## config.mk

```make
export PLATFORM = sky130hd
export DESIGN_NAME = drive_poll_command_sequencer_flat
export DESIGN_NICKNAME = d
export VERILOG_FILES = /design/src/design/dpcs_pkg.sv /design/src/design/dpcs_if.sv /design/src/design/drive_poll_command_sequencer.sv /design/src/design/dpcs_seq.sv /design/src/flat_wrapper.sv
export SDC_FILE = /design/constraint.sdc
export NUM_CORES = 1
export LEC_CHECK = 0
export ABC_AREA = 1
export BUFFER_PORTS_ARGS = -buffer_cell sky130_fd_sc_hd__clkbuf_2
export CORE_MARGIN = 5
export CORE_UTILIZATION = 35
export DETAILED_ROUTE_END_ITERATION = 10
export PLACE_DENSITY = 0.59
export SYNTH_ARGS = -nofsm -noshare
export SYNTH_HDL_FRONTEND = slang
export SYNTH_SLANG_ARGS = --single-unit
export TNS_END_PERCENT = 20
```

## constraint.sdc

```tcl
create_clock -name clk -period 2.6 [get_ports clk]
set_input_delay 0.52 -clock clk [delete_from_list [all_inputs] [get_ports clk]]
set_output_delay 0.52 -clock clk [all_outputs]
set_load 0.005 [all_outputs]
```

## src/design/dpcs_pkg.sv

```systemverilog
// Package for the drive poll and command sequencer: command and frame constants,
// the microcode word and its program table, and the frame byte builder.
// No dependencies; the top level and the sequencer import it.
`default_nettype none

package dpcs_pkg;

    // Operation codes of an input item.
    localparam logic [1:0] OP_TICK    = 2'd0;
    localparam logic [1:0] OP_ENQUEUE = 2'd1;
    localparam logic [1:0] OP_REPLY   = 2'd2;

    // Command codes.
    localparam logic [3:0] CMD_STATUS    = 4'd1;
    localparam logic [3:0] CMD_START     = 4'd2;
    localparam logic [3:0] CMD_STOP      = 4'd3;
    localparam logic [3:0] CMD_SET_SPEED = 4'd4;
    localparam logic [3:0] CMD_GET_SPEED = 4'd5;
    localparam logic [3:0] CMD_FAULTS    = 4'd6;
    localparam logic [3:0] CMD_REMOTE    = 4'd7;
    localparam logic [3:0] CMD_BUTTON    = 4'd8;

    // Configuration register indexes.
    localparam logic CFG_REVERSE = 1'b0;
    localparam logic CFG_TIMEOUT = 1'b1;

    // Frame bytes.
    localparam logic [7:0] DRIVE_ADDR   = 8'd100;
    localparam logic [7:0] FN_READ      = 8'd3;
    localparam logic [7:0] FN_WRITE     = 8'd6;
    localparam logic [7:0] FN_BUTTON    = 8'd1;
    localparam logic [7:0] REG_CTRL_HI  = 8'h20;
    localparam logic [7:0] REG_STAT_HI  = 8'h21;
    localparam logic [7:0] REG_MODE_HI  = 8'h00;
    localparam logic [7:0] REG_LO_ZERO  = 8'h00;
    localparam logic [7:0] REG_LO_ONE   = 8'h01;
    localparam logic [7:0] REG_MODE_LO  = 8'd36;
    localparam logic [7:0] DATA_FWD     = 8'h12;
    localparam logic [7:0] DATA_REV     = 8'h22;
    localparam logic [7:0] DATA_STOP    = 8'h01;
    localparam logic [7:0] DATA_REMOTE  = 8'd5;
    localparam logic [7:0] DATA_BUTTON  = 8'd1;

    localparam logic [2:0] LAST_IDX_READ  = 3'd3;
    localparam logic [2:0] LAST_IDX_WRITE = 3'd5;

    // Reset values and limits.
    localparam logic [7:0]  WAIT_CAP       = 8'd200;
    localparam logic [7:0]  TIMEOUT_RESET  = 8'd10;
    localparam logic [15:0] SETPOINT_RESET = 16'd500;

    // Microcode.
    typedef logic [3:0] step_t;

    localparam step_t S_IDLE     = 4'd0;
    localparam step_t S_TICK     = 4'd1;
    localparam step_t S_TICK_CHK = 4'd2;
    localparam step_t S_POLL     = 4'd3;
    localparam step_t S_ENQ_CHK  = 4'd4;
    localparam step_t S_ENQ      = 4'd5;
    localparam step_t S_SEND_CHK = 4'd6;
    localparam step_t S_POP      = 4'd7;
    localparam step_t S_EMIT     = 4'd8;
    localparam step_t S_REPLY    = 4'd9;
    localparam step_t S_SNAP     = 4'd10;

    typedef enum logic [3:0] {
        ACT_NONE      = 4'd0,
        ACT_TICK      = 4'd1,
        ACT_POLL      = 4'd2,
        ACT_ENQUEUE   = 4'd3,
        ACT_POP       = 4'd4,
        ACT_EMIT_BYTE = 4'd5,
        ACT_DECODE    = 4'd6,
        ACT_EMIT_SNAP = 4'd7
    } act_t;

    typedef enum logic [2:0] {
        C_ALWAYS     = 3'd0,
        C_DISPATCH   = 3'd1,
        C_AWAITING   = 3'd2,
        C_BAD_CODE   = 3'd3,
        C_NO_SEND    = 3'd4,
        C_MORE_BYTES = 3'd5
    } cond_t;

    typedef struct packed {
        act_t  act;
        cond_t cond;
        logic  emits;
        step_t tgt_true;
        step_t tgt_false;
    } uword_t;

    // Datapath status seen by the sequencer.
    typedef struct packed {
        logic       item_fire;
        logic [1:0] op;
        logic       awaiting;
        logic       bad_code;
        logic       no_send;
        logic       more_bytes;
        logic       out_free;
    } seq_status_t;

    // Control handed from the sequencer to the datapath.
    typedef struct packed {
        act_t act;
        logic idle;
    } seq_ctl_t;

    // The program. A taken condition goes to tgt_true, otherwise to tgt_false.
    function automatic uword_t ucode(input step_t s);
        uword_t w;
        begin
            w = '{ACT_NONE, C_DISPATCH, 1'b0, S_IDLE, S_IDLE};
            case (s)
                S_IDLE:     w = '{ACT_NONE, C_DISPATCH, 1'b0, S_IDLE, S_IDLE};
                S_TICK:     w = '{ACT_TICK, C_ALWAYS, 1'b0, S_TICK_CHK, S_TICK_CHK};
                S_TICK_CHK: w = '{ACT_NONE, C_AWAITING, 1'b0, S_IDLE, S_POLL};
                S_POLL:     w = '{ACT_POLL, C_ALWAYS, 1'b0, S_SEND_CHK, S_SEND_CHK};
                S_ENQ_CHK:  w = '{ACT_NONE, C_BAD_CODE, 1'b0, S_IDLE, S_ENQ};
                S_ENQ:      w = '{ACT_ENQUEUE, C_ALWAYS, 1'b0, S_SEND_CHK, S_SEND_CHK};
                S_SEND_CHK: w = '{ACT_NONE, C_NO_SEND, 1'b0, S_IDLE, S_POP};
                S_POP:      w = '{ACT_POP, C_ALWAYS, 1'b0, S_EMIT, S_EMIT};
                S_EMIT:     w = '{ACT_EMIT_BYTE, C_MORE_BYTES, 1'b1, S_EMIT, S_IDLE};
                S_REPLY:    w = '{ACT_DECODE, C_ALWAYS, 1'b0, S_SNAP, S_SNAP};
                S_SNAP:     w = '{ACT_EMIT_SNAP, C_ALWAYS, 1'b1, S_IDLE, S_IDLE};
                default:    w = '{ACT_NONE, C_DISPATCH, 1'b0, S_IDLE, S_IDLE};
            endcase
            return w;
        end
    endfunction

    // Index of the final byte of the frame for a command.
    function automatic logic [2:0] frame_last_idx(input logic [3:0] code);
        logic [2:0] n;
        begin
            n = LAST_IDX_WRITE;
            if (code == CMD_STATUS || code == CMD_GET_SPEED || code == CMD_FAULTS)
            begin
                n = LAST_IDX_READ;
            end
            return n;
        end
    endfunction

    // One byte of the frame for a command.
    function automatic logic [7:0] frame_byte_of(
        input logic [3:0]  code,
        input logic [2:0]  idx,
        input logic        rev,
        input logic [15:0] setpoint
    );
        logic [7:0] fn;
        logic [7:0] rhi;
        logic [7:0] rlo;
        logic [7:0] dhi;
        logic [7:0] dlo;
        logic [7:0] b;
        begin
            dhi = 8'h00;
            dlo = 8'h00;
            case (code)
                CMD_STATUS:
                begin
                    fn = FN_READ;  rhi = REG_STAT_HI; rlo = REG_LO_ZERO;
                end
                CMD_START:
                begin
                    fn = FN_WRITE; rhi = REG_CTRL_HI; rlo = REG_LO_ZERO;
                    dlo = rev ? DATA_REV : DATA_FWD;
                end
                CMD_STOP:
                begin
                    fn = FN_WRITE; rhi = REG_CTRL_HI; rlo = REG_LO_ZERO;
                    dlo = DATA_STOP;
                end
                CMD_SET_SPEED:
                begin
                    fn = FN_WRITE; rhi = REG_CTRL_HI; rlo = REG_LO_ONE;
                    dhi = setpoint[15:8];
                    dlo = setpoint[7:0];
                end
                CMD_GET_SPEED:
                begin
                    fn = FN_READ;  rhi = REG_CTRL_HI; rlo = REG_LO_ONE;
                end
                CMD_FAULTS:
                begin
                    fn = FN_READ;  rhi = REG_STAT_HI; rlo = REG_LO_ONE;
                end
                CMD_REMOTE:
                begin
                    fn = FN_WRITE; rhi = REG_MODE_HI; rlo = REG_MODE_LO;
                    dlo = DATA_REMOTE;
                end
                default:
                begin
                    fn = FN_BUTTON; rhi = REG_MODE_HI; rlo = REG_MODE_LO;
                    dlo = DATA_BUTTON;
                end
            endcase
            case (idx)
                3'd0:    b = DRIVE_ADDR;
                3'd1:    b = fn;
                3'd2:    b = rhi;
                3'd3:    b = rlo;
                3'd4:    b = dhi;
                default: b = dlo;
            endcase
            return b;
        end
    endfunction

endpackage

`default_nettype wire

```

## src/design/dpcs_if.sv

```systemverilog
// Handshake channels of the drive poll and command sequencer: the input item
// channel and the result channel. No dependencies.
`default_nettype none

interface dpcs_item_if;
    logic        valid;
    logic        ready;
    logic [1:0]  operation;
    logic [3:0]  command_code;
    logic [15:0] speed_value;
    logic [6:0]  reply_count;
    logic [7:0]  reply_low;
    logic [7:0]  reply_high;

    modport source (
        output valid, operation, command_code, speed_value,
               reply_count, reply_low, reply_high,
        input  ready
    );
    modport sink (
        input  valid, operation, command_code, speed_value,
               reply_count, reply_low, reply_high,
        output ready
    );
endinterface

interface dpcs_result_if;
    logic        valid;
    logic        ready;
    logic        kind;
    logic [7:0]  frame_byte;
    logic        last;
    logic [15:0] status_word;
    logic [15:0] fault_word;
    logic [15:0] speed_reading;
    logic        device_seen;
    logic        comm_lost;

    modport source (
        output valid, kind, frame_byte, last, status_word, fault_word,
               speed_reading, device_seen, comm_lost,
        input  ready
    );
    modport sink (
        input  valid, kind, frame_byte, last, status_word, fault_word,
               speed_reading, device_seen, comm_lost,
        output ready
    );
endinterface

`default_nettype wire

```

## src/design/drive_poll_command_sequencer.sv

```systemverilog
// Top level of the drive poll and command sequencer: command queue, reply
// timer, decoded words and output register around the microcode sequencer.
// Depends on dpcs_pkg, dpcs_if.sv (channel interfaces) and dpcs_seq.
//
//   Channel   Dir   Handshake      Moves
//   item      in    valid/ready    tick, enqueue command, or received reply
//   result    out   valid/ready    one frame byte, or one reply snapshot
//   cfg       in    cfg_we only    reverse_direction (0), timeout_ticks (1)
//
// Steps: an item is taken in the idle step. A reply is latched, decoded and
// snapshotted. An enqueue that sends runs the code check, enqueue, send check,
// pop and one emit step per frame byte (4 or 6); a tick that polls and sends
// runs tick, tick check, poll, send check, pop and the emit steps. The order is
// set by the microcode program, which runs one step per cycle when not stalled, for one item at a time.
// Reset is asynchronous and active low and needs no clearing pass.
// A stalled result channel holds the sequencer on its output step only.
`default_nettype none

module drive_poll_command_sequencer
    import dpcs_pkg::*;
#(
    parameter int QUEUE_DEPTH = 8
)
(
    input  wire logic       clk,
    input  wire logic       rst_n,
    dpcs_item_if.sink       item,
    dpcs_result_if.source   result,
    input  wire logic       cfg_we,
    input  wire logic       cfg_index,
    input  wire logic [7:0] cfg_data
);

    localparam int FILL_W = $clog2(QUEUE_DEPTH + 1);

    // Configuration.
    logic        reverse_reg;
    logic [7:0]  timeout_reg;

    // Latched input item.
    logic [3:0]  code_reg;
    logic [15:0] spd_in_reg;
    logic [6:0]  count_reg;
    logic [15:0] word_reg;

    // Command queue: entry 0 is the head; fill_reg counts the held commands.
    logic [3:0]        queue_reg [QUEUE_DEPTH];
    logic [FILL_W-1:0] fill_reg;

    // Link and poll state.
    logic        awaiting_reg;
    logic [7:0]  wait_reg;
    logic [1:0]  phase_reg;
    logic [3:0]  last_sent_reg;
    logic [15:0] setpoint_reg;
    logic [15:0] status_reg;
    logic [15:0] fault_reg;
    logic [15:0] speed_reg;
    logic        seen_reg;
    logic        lost_reg;

    // Frame being sent.
    logic [3:0]  frame_code_reg;
    logic [2:0]  byte_idx_reg;

    // Output register.
    logic        res_valid_reg;
    logic        res_kind_reg;
    logic [7:0]  res_byte_reg;
    logic        res_last_reg;
    logic [15:0] res_status_reg;
    logic [15:0] res_fault_reg;
    logic [15:0] res_speed_reg;
    logic        res_seen_reg;
    logic        res_lost_reg;

    seq_status_t st;
    seq_ctl_t    ctl;

    logic        item_fire;
    logic        out_free;
    logic        queue_empty;
    logic        enq_en;
    logic [3:0]  enq_code;
    logic [7:0]  wait_inc;
    logic        timeout_hit;
    logic        read_hit;
    logic [2:0]  last_idx;
    logic [1:0]  phase_next;

    assign item_fire   = item.valid && item.ready;
    assign item.ready  = ctl.idle;
    assign out_free    = !res_valid_reg || result.ready;
    assign queue_empty = (fill_reg == '0);
    assign last_idx    = frame_last_idx(frame_code_reg);

    // The reply timer saturates at its cap; the wait ends once it reaches the
    // configured timeout, so a timeout of zero ends it on the first tick.
    assign wait_inc    = (wait_reg < WAIT_CAP) ? (wait_reg + 8'd1) : wait_reg;
    assign timeout_hit = (wait_inc >= timeout_reg);

    // Only a reply to a read command with at least two bytes is decoded.
    assign read_hit = (count_reg > 7'd1) &&
                      (last_sent_reg == CMD_STATUS || last_sent_reg == CMD_GET_SPEED ||
                       last_sent_reg == CMD_FAULTS);

    always_comb
    begin
        st.item_fire  = item_fire;
        st.op         = item.operation;
        st.awaiting   = awaiting_reg;
        st.bad_code   = !(code_reg inside {[CMD_STATUS:CMD_BUTTON]});
        st.no_send    = awaiting_reg || queue_empty;
        st.more_bytes = (byte_idx_reg != last_idx);
        st.out_free   = out_free;
    end

    dpcs_seq u_seq (
        .clk    (clk),
        .rst_n  (rst_n),
        .status (st),
        .ctl    (ctl)
    );

    // Polling rotates speed, status, faults; the phase after a speed poll is
    // one, and any phase other than one or two polls speed.
    always_comb
    begin
        enq_en     = 1'b0;
        enq_code   = code_reg;
        phase_next = 2'd1;
        case (phase_reg)
            2'd1:    phase_next = 2'd2;
            2'd2:    phase_next = 2'd3;
            default: phase_next = 2'd1;
        endcase
        if (ctl.act == ACT_ENQUEUE)
        begin
            enq_en = 1'b1;
        end
        else if (ctl.act == ACT_POLL && queue_empty)
        begin
            enq_en = 1'b1;
            case (phase_reg)
                2'd1:    enq_code = CMD_STATUS;
                2'd2:    enq_code = CMD_FAULTS;
                default: enq_code = CMD_GET_SPEED;
            endcase
        end
    end

    // Queue storage; a full queue drops the new command.
    always_ff @(posedge clk)
    begin
        for (int i = 0; i < QUEUE_DEPTH; i++)
        begin
            if (ctl.act == ACT_POP)
            begin
                if (i + 1 < QUEUE_DEPTH)
                begin
                    queue_reg[i] <= queue_reg[i + 1];
                end
            end
            else if (enq_en && fill_reg == FILL_W'(i))
            begin
                queue_reg[i] <= enq_code;
            end
        end
    end

    // Item latch and frame registers.
    always_ff @(posedge clk)
    begin
        if (item_fire)
        begin
            code_reg   <= item.command_code;
            spd_in_reg <= item.speed_value;
            count_reg  <= item.reply_count;
            word_reg   <= {item.reply_high, item.reply_low};
        end
        if (ctl.act == ACT_POP)
        begin
            frame_code_reg <= queue_reg[0];
            byte_idx_reg   <= 3'd0;
        end
        else if (ctl.act == ACT_EMIT_BYTE)
        begin
            byte_idx_reg <= byte_idx_reg + 3'd1;
        end
    end

    // Control and held state.
    always_ff @(posedge clk or negedge rst_n)
    begin
        if (!rst_n)
        begin
            reverse_reg   <= 1'b0;
            timeout_reg   <= TIMEOUT_RESET;
            fill_reg      <= '0;
            awaiting_reg  <= 1'b0;
            wait_reg      <= 8'd0;
            phase_reg     <= 2'd0;
            last_sent_reg <= 4'd0;
            setpoint_reg  <= SETPOINT_RESET;
            status_reg    <= 16'd0;
            fault_reg     <= 16'd0;
            speed_reg     <= 16'd0;
            seen_reg      <= 1'b0;
            lost_reg      <= 1'b0;
        end
        else
        begin
            if (cfg_we)
            begin
                case (cfg_index)
                    CFG_REVERSE: reverse_reg <= cfg_data[0];
                    CFG_TIMEOUT: timeout_reg <= cfg_data;
                    default:     timeout_reg <= timeout_reg;
                endcase
            end

            if (ctl.act == ACT_POP)
            begin
                fill_reg <= fill_reg - FILL_W'(1);
            end
            else if (enq_en && fill_reg < FILL_W'(QUEUE_DEPTH))
            begin
                fill_reg <= fill_reg + FILL_W'(1);
            end

            case (ctl.act)
                ACT_TICK:
                begin
                    if (awaiting_reg)
                    begin
                        if (timeout_hit)
                        begin
                            awaiting_reg <= 1'b0;
                            wait_reg     <= 8'd0;
                            lost_reg     <= 1'b1;
                        end
                        else
                        begin
                            wait_reg <= wait_inc;
                        end
                    end
                end
                ACT_POLL:
                begin
                    if (queue_empty)
                    begin
                        phase_reg <= phase_next;
                    end
                end
                ACT_ENQUEUE:
                begin
                    if (code_reg == CMD_SET_SPEED)
                    begin
                        setpoint_reg <= spd_in_reg;
                    end
                end
                ACT_POP:
                begin
                    last_sent_reg <= queue_reg[0];
                    awaiting_reg  <= 1'b1;
                    wait_reg      <= 8'd0;
                end
                ACT_DECODE:
                begin
                    awaiting_reg <= 1'b0;
                    if (read_hit)
                    begin
                        case (last_sent_reg)
                            CMD_STATUS: status_reg <= word_reg;
                            CMD_FAULTS: fault_reg  <= word_reg;
                            default:    speed_reg  <= word_reg;
                        endcase
                        seen_reg <= 1'b1;
                        lost_reg <= 1'b0;
                    end
                end
                default:
                begin
                    lost_reg <= lost_reg;
                end
            endcase
        end
    end

    // Output register: a new result loads only when the slot is free, which
    // the sequencer guarantees by holding its output steps.
    always_ff @(posedge clk or negedge rst_n)
    begin
        if (!rst_n)
        begin
            res_valid_reg <= 1'b0;
        end
        else if (ctl.act == ACT_EMIT_BYTE || ctl.act == ACT_EMIT_SNAP)
        begin
            res_valid_reg <= 1'b1;
        end
        else if (result.ready)
        begin
            res_valid_reg <= 1'b0;
        end
    end

    always_ff @(posedge clk)
    begin
        if (ctl.act == ACT_EMIT_BYTE)
        begin
            res_kind_reg   <= 1'b0;
            res_byte_reg   <= frame_byte_of(frame_code_reg, byte_idx_reg,
                                            reverse_reg, setpoint_reg);
            res_last_reg   <= (byte_idx_reg == last_idx);
            res_status_reg <= 16'd0;
            res_fault_reg  <= 16'd0;
            res_speed_reg  <= 16'd0;
            res_seen_reg   <= 1'b0;
            res_lost_reg   <= 1'b0;
        end
        else if (ctl.act == ACT_EMIT_SNAP)
        begin
            res_kind_reg   <= 1'b1;
            res_byte_reg   <= 8'd0;
            res_last_reg   <= 1'b1;
            res_status_reg <= status_reg;
            res_fault_reg  <= fault_reg;
            res_speed_reg  <= speed_reg;
            res_seen_reg   <= seen_reg;
            res_lost_reg   <= lost_reg;
        end
    end

    assign result.valid         = res_valid_reg;
    assign result.kind          = res_kind_reg;
    assign result.frame_byte    = res_byte_reg;
    assign result.last          = res_last_reg;
    assign result.status_word   = res_status_reg;
    assign result.fault_word    = res_fault_reg;
    assign result.speed_reading = res_speed_reg;
    assign result.device_seen   = res_seen_reg;
    assign result.comm_lost     = res_lost_reg;

`ifndef SYNTH
    // Sending a frame always opens a fresh reply wait.
    a_pop_arms_wait: assert property (@(posedge clk) disable iff (!rst_n)
        (ctl.act == ACT_POP) |=> (awaiting_reg && wait_reg == 8'd0))
        else $error("frame sent without arming the reply wait");

    // A decoded reply always ends the wait.
    a_reply_clears_wait: assert property (@(posedge clk) disable iff (!rst_n)
        (ctl.act == ACT_DECODE) |=> !awaiting_reg)
        else $error("reply left the wait armed");

    // The queue never holds more commands than it has entries.
    a_fill_bound: assert property (@(posedge clk) disable iff (!rst_n)
        enq_en |=> (fill_reg <= FILL_W'(QUEUE_DEPTH)))
        else $error("command queue overfilled");

    // A result is never loaded over one that is still waiting.
    a_no_overwrite: assert property (@(posedge clk) disable iff (!rst_n)
        (res_valid_reg && !result.ready) |-> (ctl.act != ACT_EMIT_BYTE &&
                                              ctl.act != ACT_EMIT_SNAP))
        else $error("result register overwritten");
`endif

endmodule

`default_nettype wire

```

## src/design/dpcs_seq.sv

```systemverilog
// Microcode sequencer: step counter, program table lookup and jump logic.
// Depends on dpcs_pkg.
`default_nettype none

module dpcs_seq
    import dpcs_pkg::*;
(
    input  wire logic        clk,
    input  wire logic        rst_n,
    input  wire seq_status_t status,
    output seq_ctl_t         ctl
);

    step_t  step_reg;
    step_t  step_next;
    uword_t uword;
    logic   stall;
    logic   taken;
    step_t  entry;

    assign uword = ucode(step_reg);

    // A step that produces a result waits until the output register can take it.
    assign stall = uword.emits && !status.out_free;

    always_comb
    begin
        case (status.op)
            OP_TICK:    entry = S_TICK;
            OP_ENQUEUE: entry = S_ENQ_CHK;
            OP_REPLY:   entry = S_REPLY;
            default:    entry = S_IDLE;
        endcase
    end

    always_comb
    begin
        case (uword.cond)
            C_ALWAYS:     taken = 1'b1;
            C_DISPATCH:   taken = status.item_fire;
            C_AWAITING:   taken = status.awaiting;
            C_BAD_CODE:   taken = status.bad_code;
            C_NO_SEND:    taken = status.no_send;
            C_MORE_BYTES: taken = status.more_bytes;
            default:      taken = 1'b0;
        endcase
    end

    always_comb
    begin
        if (stall)
        begin
            step_next = step_reg;
        end
        else if (uword.cond == C_DISPATCH)
        begin
            step_next = status.item_fire ? entry : S_IDLE;
        end
        else
        begin
            step_next = taken ? uword.tgt_true : uword.tgt_false;
        end
    end

    always_ff @(posedge clk or negedge rst_n)
    begin
        if (!rst_n)
        begin
            step_reg <= S_IDLE;
        end
        else
        begin
            step_reg <= step_next;
        end
    end

    assign ctl.act  = stall ? ACT_NONE : uword.act;
    assign ctl.idle = (step_reg == S_IDLE);

endmodule

`default_nettype wire
```

## src/flat_wrapper.sv

```systemverilog
// flat-port wrapper written by rule: the top's interface ports become plain ports
module drive_poll_command_sequencer_flat import dpcs_pkg::*;
#(
    parameter int QUEUE_DEPTH = 8
)
  (clk, rst_n, cfg_we, cfg_index, cfg_data, item_valid, item_operation, item_command_code, item_speed_value, item_reply_count, item_reply_low, item_reply_high, item_ready, result_valid, result_kind, result_frame_byte, result_last, result_status_word, result_fault_word, result_speed_reading, result_device_seen, result_comm_lost, result_ready);
  dpcs_item_if item_i ();
  dpcs_result_if result_i ();
  input  wire logic clk;
  input  wire logic rst_n;
  input  wire logic cfg_we;
  input  wire logic cfg_index;
  input  wire logic [7:0] cfg_data;
  input wire logic [$bits(item_i.valid)-1:0] item_valid;
  input wire logic [$bits(item_i.operation)-1:0] item_operation;
  input wire logic [$bits(item_i.command_code)-1:0] item_command_code;
  input wire logic [$bits(item_i.speed_value)-1:0] item_speed_value;
  input wire logic [$bits(item_i.reply_count)-1:0] item_reply_count;
  input wire logic [$bits(item_i.reply_low)-1:0] item_reply_low;
  input wire logic [$bits(item_i.reply_high)-1:0] item_reply_high;
  output wire logic [$bits(item_i.ready)-1:0] item_ready;
  output wire logic [$bits(result_i.valid)-1:0] result_valid;
  output wire logic [$bits(result_i.kind)-1:0] result_kind;
  output wire logic [$bits(result_i.frame_byte)-1:0] result_frame_byte;
  output wire logic [$bits(result_i.last)-1:0] result_last;
  output wire logic [$bits(result_i.status_word)-1:0] result_status_word;
  output wire logic [$bits(result_i.fault_word)-1:0] result_fault_word;
  output wire logic [$bits(result_i.speed_reading)-1:0] result_speed_reading;
  output wire logic [$bits(result_i.device_seen)-1:0] result_device_seen;
  output wire logic [$bits(result_i.comm_lost)-1:0] result_comm_lost;
  input wire logic [$bits(result_i.ready)-1:0] result_ready;
  assign item_i.valid = item_valid;
  assign item_i.operation = item_operation;
  assign item_i.command_code = item_command_code;
  assign item_i.speed_value = item_speed_value;
  assign item_i.reply_count = item_reply_count;
  assign item_i.reply_low = item_reply_low;
  assign item_i.reply_high = item_reply_high;
  assign item_ready = item_i.ready;
  assign result_valid = result_i.valid;
  assign result_kind = result_i.kind;
  assign result_frame_byte = result_i.frame_byte;
  assign result_last = result_i.last;
  assign result_status_word = result_i.status_word;
  assign result_fault_word = result_i.fault_word;
  assign result_speed_reading = result_i.speed_reading;
  assign result_device_seen = result_i.device_seen;
  assign result_comm_lost = result_i.comm_lost;
  assign result_i.ready = result_ready;
  drive_poll_command_sequencer #(.QUEUE_DEPTH(QUEUE_DEPTH)) u_core (.clk(clk), .rst_n(rst_n), .item(item_i), .result(result_i), .cfg_we(cfg_we), .cfg_index(cfg_index), .cfg_data(cfg_data));
endmodule
```

==> summary.txt, run 1 <==
Yosys
  • Post-synth top area share: 25.7%
  • Mapped Cells: 1069
  • Count leader, synth: nand2_1
  • Syn_nets: about 1200
  • Count of state elements after synthesis: 240
  • Yosys cell types: 41
  • Synth area leaders: edfxtp_1 26%, dfrtp_1 22%, nand2_1 11%
  • EDFF count, synth: between 80 and 90
  • Post-synth top area cell: edfxtp_1
  • Netlist Area Pre-Place: 10100 µm²
  • Ys async rst share: about two fifths
  • Ys flop type: dfrtp_1
  • Post-synthesis sequential area ratio: between 60% and 70%
  • Syn. warnings: 0
  • Top cell types by occurrence after synthesis: 305 x nand2_1, 118 x o21ai_0, 107 x inv_1
  • Average size of a mapped cell: roughly 9.5 µm²

Pwr
  • LEAKAGE: 5.81 nW
  • Pwr Density: just under 1000 nW/µm²
  • VDD IR max: around 0.56 mV

Drt
  • Met1 wire length: 11100 µm
  • Top layer in use: met4
  • Via count: 7581
  • Final WL: between 20000 and 25000 µm
  • DRT iter0 DRCs: 369
  • Met3 routed WL: roughly 1200 µm
  • WL met2: roughly 10000 µm
  • DRT Pass-1 Iters: 5
  • Wire per inst: approximately 14 µm
  • Drt drc: 0
  • Drt via density: 4.70
  • Antenna Nets Post-Route: 0

Setup path
  • CP startpoint: u_core.wait_reg[4]
  • Worst path max stage delay: approximately 400 ps
  • Setup crit start kind: flip-flop
  • Arr. time, crit path: between 2000 and 3000 ps
  • CP Max Fanout: 4
  • R2R Setup Slk: ~180 ps
  • CP cell instances: inv_1, nand3_1, nand3_2, nand4_1, nor3_2, xor2_1, ha_1, nand2_1, nor2_1, nand4_1, o2111ai_2, buf_4, nand3_1, o21ai_0
  • Setup crit end kind: flip-flop
  • Crit path kind: flip-flop to flip-flop
  • Worst R2R Start: u_core.wait_reg[4]
  • CP max stage cell: dfrtp_1
  • CP Data Required Time: around 3000 ps

Final layout
  • Layout Utilization: a little over two fifths
  • Max reg flops: 32
  • Layout cells sized above 1: between 10% and 20%
  • Area Overhead vs Synth: 20.0%
  • Antenna Cells: 0
  • Post-layout net count: 1296

Clock tree
  • Clock slew at reported path FFs: roughly 60 ps
  • # clock sinks: 240
  • Clk Latency, worst-skew pair: approximately 520 ps
  • CTS H-tree depth: 1
  • CTS tree: built
  • Max clock buf depth: 3
  • Clock root buffer: clkbuf_16
  • CTS Buf Count: 26

Die
  • Die Wd: approximately 180 µm
  • I/O pins: ~120
  • Row count: between 60 and 70
  • Initial Utilization: 35.3%
  • Chip height: 180 µm
  • Die ar.: ~32000 µm²
  • Core Area: 28700 µm²

Hold path
  • Worst hold path class: input port to flip-flop
  • Hold Crit Start: item_speed_value[11]

Placed design
  • Setup slack after placement: around 98 ps
  • Port Buf Inserts: 119
  • GP Congestion: roughly 0.83
  • Post-DP HPWL: around 16000 µm

Timing
  • Unrepaired setup endpoints after global routing: yes
  • Pins over their slew limit: 0
  • Slew margin rel.: between 50% and 60%
  • Period utilisation layout: slightly above 90%
  • Final Hold Fails: 0
  • Final setup margin: between 150 and 200 ps
  • Layout Skew: ~18 ps
  • Tmin final: around 2400 ps
  • Fmax: 413 MHz
  • Worst Tran Pin Value: approximately 600 ps
  • Hold WS: 171 ps
  • # setup viols final: 0

Status
  • Status: complete, no violations

GRT
  • Largest net degree at the start of global routing: 53
  • Gr ovfl total: 0
  • First-pass GRT wire length: between 30000 and 40000 µm
  • Vias in the first global route: 7472
  • Gr usage total: between 10% and 20%
  • Initial antenna violation count: 0

Run
  • Number of max-cap violations: 0
## placed cells by master, fill, tap and decap left out, types with 2 or more instances in the layout
cell       instances
nor3_1             6
inv_1            106
nand2_1          304
clkbuf_8           4
dfrtp_1           91
nor2_4             3
nand4_1            9
nand3_2            8
dfxtp_1           54
o21ai_0          117
dfstp_2            8
a22oi_1            2
nor2_1            48
buf_4             27
inv_2              2
clkbuf_16         28
xnor2_1            3
clkbuf_2         118
nand3_4            2
o21ai_1           49
a31oi_1            3
clkinv_2           7
buf_12             2
nor2_2             2
nor4_1             2
nand2_2            8
ha_1              27
o22ai_1            3
clkbuf_1           7
edfxtp_1          87
nand3_1           43
a21oi_1           28
clkinv_1           2
xor2_1             5
## power breakdown
group,internal [mW],switching [mW]
logic,0.967,2.12
clock network,2.18,1.45
registers,4.71,0.382
## cells by family after synthesis
group / after synthesis / share of synthesized area, %
AND/OR/NAND/NOR: 438 / 18.3
flip-flops: 240 / 60.9
multiplexers: 1 / 0.111
AO/OA/AOI/OAI: 209 / 10.7
adder cells (fa/ha/maj): 27 / 3.33
XOR/XNOR: 9 / 0.777
buffers and inverters: 145 / 5.85
## what timing repair did
item,in CTS,in global routing
gates resized for setup,0,6
buffers inserted,0,2
hold buffers,1,0
endpoints found under the setup margin,0,38
hold endpoints to repair,29,0
## final timing paths
path | cells past startpoint | to
setup / recovery | 14 | u_core.lost_reg
hold / removal | 1 | u_core.spd_in_reg[11]
setup reg to reg | 14 | u_core.lost_reg
hold reg to reg | 0 | u_core.frame_code_reg[1]
max in group asynchronous | 3 | u_core.timeout_reg[3]
min in group asynchronous | 2 | u_core.speed_reg[11]
## critical path, delay by kind of cell, from the launching register on
kind                       cells  cell delay [ps]
AOI/OAI and AO/OA              2              270
xor gates and xnor gates       1              220
adders and majority gates      1              290
buffers and inverters          2              280
DFF                            1              410
and+or+nand+nor                8              830
## through the flow
stage	std cells	instance area (µm²)	setup TNS [ps]	power [mW]
final	1614	12200	0	11.8
after global routing	1614	12200	-20.3	12.6
after CTS	1612	12100	0	11.9
after detailed placement	1563	11300	0	8.26
after global placement	1563	11300	0	8.18
after floorplan	1069	10100	0	7.29
## area by class of cell
class	count	area, µm²
well taps	384	480
inverters	110	413
fillers	2815	16500
multi-input cells	684	3400
clock buffers	39	782
flip-flops and latches	240	6180
clock inverters	9	73.8
repair buffers	148	843
## layer usage
metal / GRT usage [%] / vias to the layer above
li1: - / 3815
met1: 19.9 / 3543
met2: 22.8 / 189
met3: 2.54 / 34
met4: 3.33 / 0
met5: 0 / -
No activity file was read; power rests on OpenSTA's default activity.
==> run 2, diff against run 1 <==
--- a/config.mk
+++ b/config.mk
@@ -5,7 +5,6 @@
 export SDC_FILE = /design/constraint.sdc
 export NUM_CORES = 1
 export LEC_CHECK = 0
-export ABC_AREA = 1
 export BUFFER_PORTS_ARGS = -buffer_cell sky130_fd_sc_hd__clkbuf_2
 export CORE_MARGIN = 5
 export CORE_UTILIZATION = 35
==> run 2 against run 1 <==
Compared with the run above: first-iteration DRC count is 2.4% higher; power is 7.3% lower; worst setup slack got worse by 110 ps; fmax fell by 4.2%; largest cell class unchanged.
==> summary.txt, run 2 <==
Clock tree
  • CTS Buf Count: 27 (+3.8%)
  • Clock root buffer: clkbuf_16
  • Clock slew at reported path FFs: 60 ps (about the same)
  • Max clock buf depth: 3 (unchanged)
  • Clk Latency, worst-skew pair: 520 ps (about the same)
  • # clock sinks: 240 (unchanged)
  • CTS tree: built
  • CTS H-tree depth: 1 (unchanged)

Yosys
  • Syn. warnings: 0 (unchanged)
  • Post-synth top area cell: edfxtp_1
  • Average size of a mapped cell: 11.5 µm² (+22%)
  • Synth Area in Compound Gates: 10.4% (-0.32 points)
  • Top cell types by occurrence after synthesis: 182 x nand2_1, 91 x dfrtp_1, 87 x edfxtp_1, 87 x o21ai_0, 68 x mux2_2
  • Post-synth top area share: 25.7% (about the same)
  • Simple-gate share of the synthesized area: 12.8% (-5.6 points)
  • Largest family of logic cells by synthesized area: simple AND/OR/NAND/NOR gates
  • EDFF count, synth: 87 (unchanged)
  • Netlist Area Pre-Place: 10200 µm² (about the same)
  • Mapped Cells: 880 (-18%)
  • Xor and xnor fraction of the mapped netlist area: 0.862% (+0.086 points)
  • Synth area leaders: edfxtp_1 26%, dfrtp_1 22%, dfxtp_1 11%
  • Ys flop type: dfrtp_1
  • Yosys cell types: 75 (+83%)
  • Count of state elements after synthesis: 240 (unchanged)
  • Post-synthesis mux area share: 8.88% (+8.8 points)
  • Ys async rst share: 41.3% (unchanged)
  • Syn_nets: 966 (-16%)
  • Count leader, synth: nand2_1
  • Post-synthesis sequential area ratio: 60.9% (about the same)
  • Adder-cell share of the synthesized area: 3.33% (about the same)

Placed design
  • Setup slack after placement: -60.5 ps (-158 ps)
  • Post-DP HPWL: 15400 µm (-4.1%)
  • Cell Area, Placed: 11500 µm² (+2.4%)
  • GP Congestion: 0.805 (-3.3%)
  • Port Buf Inserts: 119 (unchanged)
  • DP Cell Count: 1402 (-10%)

Drt
  • Final WL: 22100 µm (-4.9%)
  • Wire per inst: 15.0 µm (+4.4%)
  • DRT Pass-1 Iters: 4 (-1)
  • Antenna Nets Post-Route: 0 (unchanged)
  • Drt via density: 4.77 (+1.6%)
  • DRT iter0 DRCs: 378 (+2.4%)
  • Drt drc: 0 (unchanged)
  • Via count: 7017 (-7.4%)

Pwr
  • Pwr Density: 867 nW/µm² (-11%)
  • Power Total: 11.0 mW (-7.3%)
  • VDD IR max: 0.468 mV (-16%)
  • LEAKAGE: 5.50 nW (-5.3%)

Final layout
  • Layout fillers: 2721 (-3.3%)
  • Commonest non-fill, non-tap cell in the layout: nand2_1
  • Non-Filler Instances: 1470 (-8.9%)
  • Area Overhead vs Synth: 24.4%
  • Antenna Cells: 0 (unchanged)
  • Max reg flops: 32 (unchanged)
  • Post-route cell area: 12600 µm² (+3.8%)
  • Layout cells sized above 1: 31.6% (+13 points)
  • Register area: 6180 µm² (about the same)
  • Post-layout net count: 1152 (-11%)
  • Most frequent cells in the layout: 182 x nand2_1, 118 x clkbuf_2, 89 x dfrtp_1, 87 x edfxtp_1, 86 x o21ai_0
  • Area of the multi-input gates: 3800 µm² (+12%)

Setup path
  • Arr. time, crit path: 2930 ps (+110 ps)
  • Setup crit start kind: flip-flop
  • Setup crit end kind: flip-flop
  • CP Data Required Time: 3010 ps (about the same)
  • R2R Setup Slk: 70 ps (-110 ps)
  • Worst R2R Path Depth: 11 (-3)
  • R2r endpoint: u_core.lost_reg
  • Crit path kind: flip-flop to flip-flop
  • Worst R2R Start: u_core.wait_reg[3]
  • CP Max Fanout: 5 (+1)

Timing
  • Tmin final: 2530 ps (+106 ps)
  • Layout Skew: 12.2 ps (-5.90 ps)
  • # setup viols final: 0 (unchanged)
  • Unrepaired setup endpoints after global routing: yes
  • Slew margin rel.: 62.9% (+3.1 points)
  • Worst Tran Pin Value: 553 ps (-45.0 ps)
  • Hold WS: 174 ps (+3.15 ps)
  • Period utilisation layout: 97.1% (+4.1 points)
  • Final Hold Fails: 0 (unchanged)
  • Pins over their slew limit: 0 (unchanged)
  • Final setup margin: 74.6 ps (-106 ps)
  • Fmax: 396 MHz (-4.2%)

GRT
  • Gr usage total: 13.3% (-0.75 points)
  • Largest net degree at the start of global routing: 56 (+5.7%)
  • Vias in the first global route: 7209 (-3.5%)
  • First-pass GRT wire length: 36600 µm (-4.0%)
  • Initial antenna violation count: 0 (unchanged)
  • Gr ovfl total: 0 (unchanged)

Die
  • Die Wd: 180 µm (about the same)
  • Row count: 62 (unchanged)
  • Chip height: 180 µm (about the same)
  • Die ar.: 32500 µm² (about the same)
  • Initial Utilization: 35.4% (about the same)
  • I/O pins: 121 (unchanged)
  • Core Area: 28700 µm² (unchanged)

Hold path
  • Worst Hold Depth: 1 (unchanged)
  • Hold Path Sink: u_core.spd_in_reg[13]
  • Hold Crit Start: item_speed_value[13]
  • Worst hold path class: input port to flip-flop

Status
  • Status: complete, no violations

Run
  • Number of max-cap violations: 0 (unchanged)
run 2: worst max path at each step:
stage / startpoint / to / slack, ps / cells after the start
after CTS: u_core.u_seq.step_reg[1] / u_core.queue_reg[0][15] / -8 / 8
after floorplan: u_core.wait_reg[4] / u_core.wait_reg[1] / 50 / 10
final: u_core.wait_reg[3] / u_core.lost_reg / 70 / 11
after global routing: u_core.wait_reg[3] / u_core.lost_reg / -30 / 11
after global placement: u_core.u_seq.step_reg[0] / u_core.status_reg[6] / -30 / 9
after detailed placement: u_core.u_seq.step_reg[0] / u_core.status_reg[7] / -60 / 9
run 2: per-layer routing:
| layer | routed length [µm] | part of all wire (%) | vias up | track usage (%) |
|---|---|---|---|---|
| met3 | 892 | 4.0 | 32 | 2.26 |
| met1 | 9950 | 45 | 3390 | 17.4 |
| li1 | - | - | 3488 | - |
| met5 | 0 | 0 | - | 0 |
| met4 | 372 | 1.7 | 0 | 2.84 |
| met2 | 10900 | 49 | 107 | 23.4 |
run 2: cell type report:
type | count | share of cell area [%]
flip-flops and latches | 240 | 48.9
well taps | 384 | 3.80
inverters | 34 | 1.01
clock buffers | 45 | 6.44
repair buffers | 190 | 9.37
multi-input cells | 573 | 30.1
clock inverters | 4 | 0.357
run 2: worst max-delay path, cell delays in order, from the launching register on:
cell	delay, ps
dfrtp_2	440
o311ai_4	360
nand2b_1	120
nor2_1	150
xor2_1	220
ha_1	290
and3_1	190
o2111ai_2	100
buf_4	170
a21oi_1	70
buf_4	160
a21o_1	140
run 2: power breakdown:
group	total, mW	switching [mW]	leakage [nW]	internal [mW]
Clock	3.66	1.45	0.422	2.21
Sequential	4.93	0.381	2.54	4.55
Combinational	2.36	1.36	2.54	1.00
run 2: what timing repair did:
item / CTS / global route
resized for setup: 2 / 22
pin swaps: 2 / 15
buffers inserted: 0 / 16
gates cloned: 0 / 2
hold buffers: 1 / 0
endpoints found under the setup margin: 53 / 125
endpoints found under the hold margin: 15 / 0
run 2: metrics by stage:
step	utilization [%]	TNS (ps)
after detailed placement	40.2	-1630
after global placement	40.2	-410
final	44.0	0
after global routing	44.0	-195
after floorplan	-	0
after CTS	43.3	-31.2
run 2: cells by family (layout without fill, tap and decap cells):
kind of cell | after synthesis | count (layout)
AND/OR/NAND/NOR | 284 | 285
AO/OA/AOI/OAI | 169 | 170
XOR/XNOR | 10 | 10
multiplexers | 81 | 81
adder cells (fa/ha/maj) | 27 | 27
buffers and inverters | 69 | 273
flip-flops | 240 | 240
==> run 3, diff against run 2 <==
--- a/config.mk
+++ b/config.mk
@@ -6,10 +6,13 @@
 export NUM_CORES = 1
 export LEC_CHECK = 0
 export BUFFER_PORTS_ARGS = -buffer_cell sky130_fd_sc_hd__clkbuf_2
+export CELL_PAD_IN_SITES_DETAIL_PLACEMENT = 1
+export CELL_PAD_IN_SITES_GLOBAL_PLACEMENT = 1
 export CORE_MARGIN = 5
 export CORE_UTILIZATION = 35
 export DETAILED_ROUTE_END_ITERATION = 10
-export PLACE_DENSITY = 0.59
+export PLACE_DENSITY = 0.69
+export SLEW_MARGIN = 10
 export SYNTH_ARGS = -nofsm -noshare
 export SYNTH_HDL_FRONTEND = slang
 export SYNTH_SLANG_ARGS = --single-unit
==> run 3 against run 2 <==
Compared with the run above: first-iteration DRC count shrank 20%; die area is the same; clock skew grew 9.2 ps; global-route usage grew 0.86 points; sequential share of layout area shrank 0.18 points; cell count shrank 0.48%; clock power grew 2%; sequential cell count is the same; sequential power is essentially flat; wire length grew 8.2%; register-to-register slack is essentially flat; combinational power grew 3%; critical path type unchanged; critical endpoint is now u_core.status_reg[9]; highest routed layer unchanged.
==> summary.txt, run 3 (synthesized netlist as in run 2, its figures left out) <==
Status
  • Status: complete, no violations

Drt
  • Met1 wire length: 10800 µm (+9.0%)
  • Top layer in use: met4
  • Met3 routed WL: 870 µm (-2.5%)
  • Via count: 7095 (+1.1%)
  • DRT Pass-1 Iters: 4 (unchanged)
  • DRT iter0 DRCs: 302 (-20%)
  • Antenna Nets Post-Route: 0 (unchanged)
  • Final WL: 23900 µm (+8.2%)
  • Drt drc: 0 (unchanged)
  • WL met2: 11900 µm (+9.0%)
  • Drt via density: 4.85 (+1.6%)
  • Wire per inst: 16.4 µm (+8.8%)

Setup path
  • CP Depth: 9 (-2)
  • Crit path kind: flip-flop to flip-flop
  • Setup crit start kind: flip-flop
  • Setup crit end kind: flip-flop
  • Arr. time, crit path: 2930 ps (about the same)
  • Worst path max stage delay: 460 ps (+20 ps)
  • CP startpoint: u_core.u_seq.step_reg[0]
  • CP max stage cell: dfrtp_2
  • Crit path max-delay family: simple AND/OR/NAND/NOR gates
  • CP Max Fanout: 16 (+11)
  • Worst R2R Start: u_core.u_seq.step_reg[0]
  • Worst R2R Path Depth: 9 (-2)
  • Crit path buf inv count: 2 (unchanged)
  • CP cell instances: buf_4, ha_1, nor3b_2, o221ai_2, nor4_4, nand2_1, nor2_4, buf_12, mux2_2
  • CP Data Required Time: 3000 ps (about the same)

Die
  • Row count: 62 (unchanged)
  • Die Wd: 180 µm (unchanged)
  • Core Area: 28700 µm² (unchanged)
  • Initial Utilization: 35.4% (unchanged)
  • Die ar.: 32500 µm² (unchanged)
  • I/O pins: 121 (unchanged)
  • Chip height: 180 µm (unchanged)

GRT
  • Largest net degree at the start of global routing: 101 (+80%)
  • Initial antenna violation count: 0 (unchanged)
  • Gr ovfl total: 0 (unchanged)
  • Vias in the first global route: 7479 (+3.7%)
  • Gr usage total: 14.2% (+0.86 points)
  • First-pass GRT wire length: 38800 µm (+5.9%)

Timing
  • Layout Skew: 21.4 ps (+9.18 ps)
  • Pins over their slew limit: 0 (unchanged)
  • Hold WS: 161 ps (-13.4 ps)
  • Worst Tran Pin Value: 808 ps (+255 ps)
  • Unrepaired setup endpoints after global routing: yes
  • Slew margin rel.: 45.4% (-17 points)
  • # setup viols final: 0 (unchanged)
  • Period utilisation layout: 97.4% (+0.25 points)
  • Final Hold Fails: 0 (unchanged)
  • Fmax: 395 MHz (-0.26%)
  • Tmin final: 2530 ps (+6.55 ps)

Final layout
  • Commonest non-fill, non-tap cell in the layout: nand2_1
  • Antenna Cells: 0 (unchanged)
  • Layout fillers: 3156 (+16%)
  • Max reg flops: 32 (unchanged)
  • Register area: 6180 µm² (about the same)
  • Area of the multi-input gates: 3850 µm² (+1.4%)
  • Post-layout net count: 1144 (-0.69%)
  • Most frequent cells in the layout: 179 x nand2_1, 118 x clkbuf_2, 88 x dfrtp_1, 87 x edfxtp_1, 85 x o21ai_0
  • Layout cells sized above 1: 32.0% (+0.39 points)
  • Area Overhead vs Synth: 24.9%
  • Non-Filler Instances: 1463 (-0.48%)

Clock tree
  • CTS Buf Count: 27 (unchanged)
  • Clk Latency, worst-skew pair: 530 ps (about the same)
  • Clock slew at reported path FFs: 60 ps (about the same)
  • Max clock buf depth: 3 (unchanged)
  • # clock sinks: 240 (unchanged)
  • CTS H-tree depth: 1 (unchanged)
  • Clock root buffer: clkbuf_16
  • CTS tree: built

Hold path
  • Hold Crit Start: item_command_code[3]
  • Worst Hold Depth: 1 (unchanged)
  • Worst hold path class: input port to flip-flop

Pwr
  • Pwr Density: 877 nW/µm² (+1.1%)
  • LEAKAGE: 5.49 nW (about the same)
  • VDD IR max: 0.653 mV (+40%)

Placed design
  • GP Congestion: 0.819 (+1.8%)
  • Port Buf Inserts: 119 (unchanged)
  • DP Cell Count: 1406 (+0.29%)
  • Post-DP HPWL: 16500 µm (+7.0%)

Run
  • Number of max-cap violations: 0 (unchanged)
-- run 3: changes by cell type in the layout (fill, tap and decap cells not counted), moves of 2 or more --
cell       before  now
buf_12          4    6
buf_4          67   56
clkbuf_1       11    9
clkbuf_16      27   29
clkbuf_8        7    4
ha_2            2    0
nand2_1       182  179
nand2_2         2    4
-- run 3: timing repair --
item | 4_1_cts | 5_1_grt
endpoints found under the hold margin | 5 | 0
pin swaps | 4 | 13
hold buffers | 1 | 0
gates resized for setup | 4 | 32
endpoints found under the setup margin | 29 | 90
gates cloned | 0 | 2
setup buffers | 2 | 2
-- run 3: path summary, 6_finish.rpt --
kind	slack (ps)	endpoint
worst max-delay path	70	u_core.status_reg[9]
worst min-delay path	160	u_core.code_reg[3]
worst max register to register	70	u_core.status_reg[9]
worst min register to register	450	u_core.result.fault_word[12]
max in group asynchronous	1380	u_core.speed_reg[13]
min in group asynchronous	550	u_core.wait_reg[3]
-- run 3: report_power, final --
| part | internal, mW | switching (mW) | total (mW) |
|---|---|---|---|
| clock | 2.25 | 1.49 | 3.74 |
| sequential | 4.55 | 0.402 | 4.95 |
| combinational | 1.03 | 1.40 | 2.42 |
-- run 3: routing by layer --
| layer | vias up | track usage [%] |
|---|---|---|
| met5 | - | 0 |
| met2 | 105 | 24.5 |
| met1 | 3487 | 19.1 |
| met3 | 25 | 2.24 |
| li1 | 3478 | - |
| met4 | 0 | 2.78 |
-- run 3: layout make-up --
cell class	instances	share of cell area (%)
Clock buffer	42	6.42
Clock inverter	8	0.572
Inverter	34	1.01
Multi-Input combinational cell	573	30.4
Sequential cell	240	48.8
Tap cell	384	3.79
Timing Repair Buffer	182	9.09
-- run 3: metrics by stage --
step | setup WS [ps] | util, % | TNS [ps] | instance area [µm²] | total power, mW
after floorplan | 50.8 | - | 0 | 10200 | 6.38
after detailed placement | -40.3 | 40.4 | -434 | 11600 | 7.33
after CTS | 0.741 | 43.6 | 0 | 12500 | 11.1
final | 68.1 | 44.2 | 0 | 12700 | 11.1
after global placement | 9.48 | 40.4 | 0 | 11600 | 7.21
after global routing | -53.4 | 44.2 | -670 | 12700 | 11.7
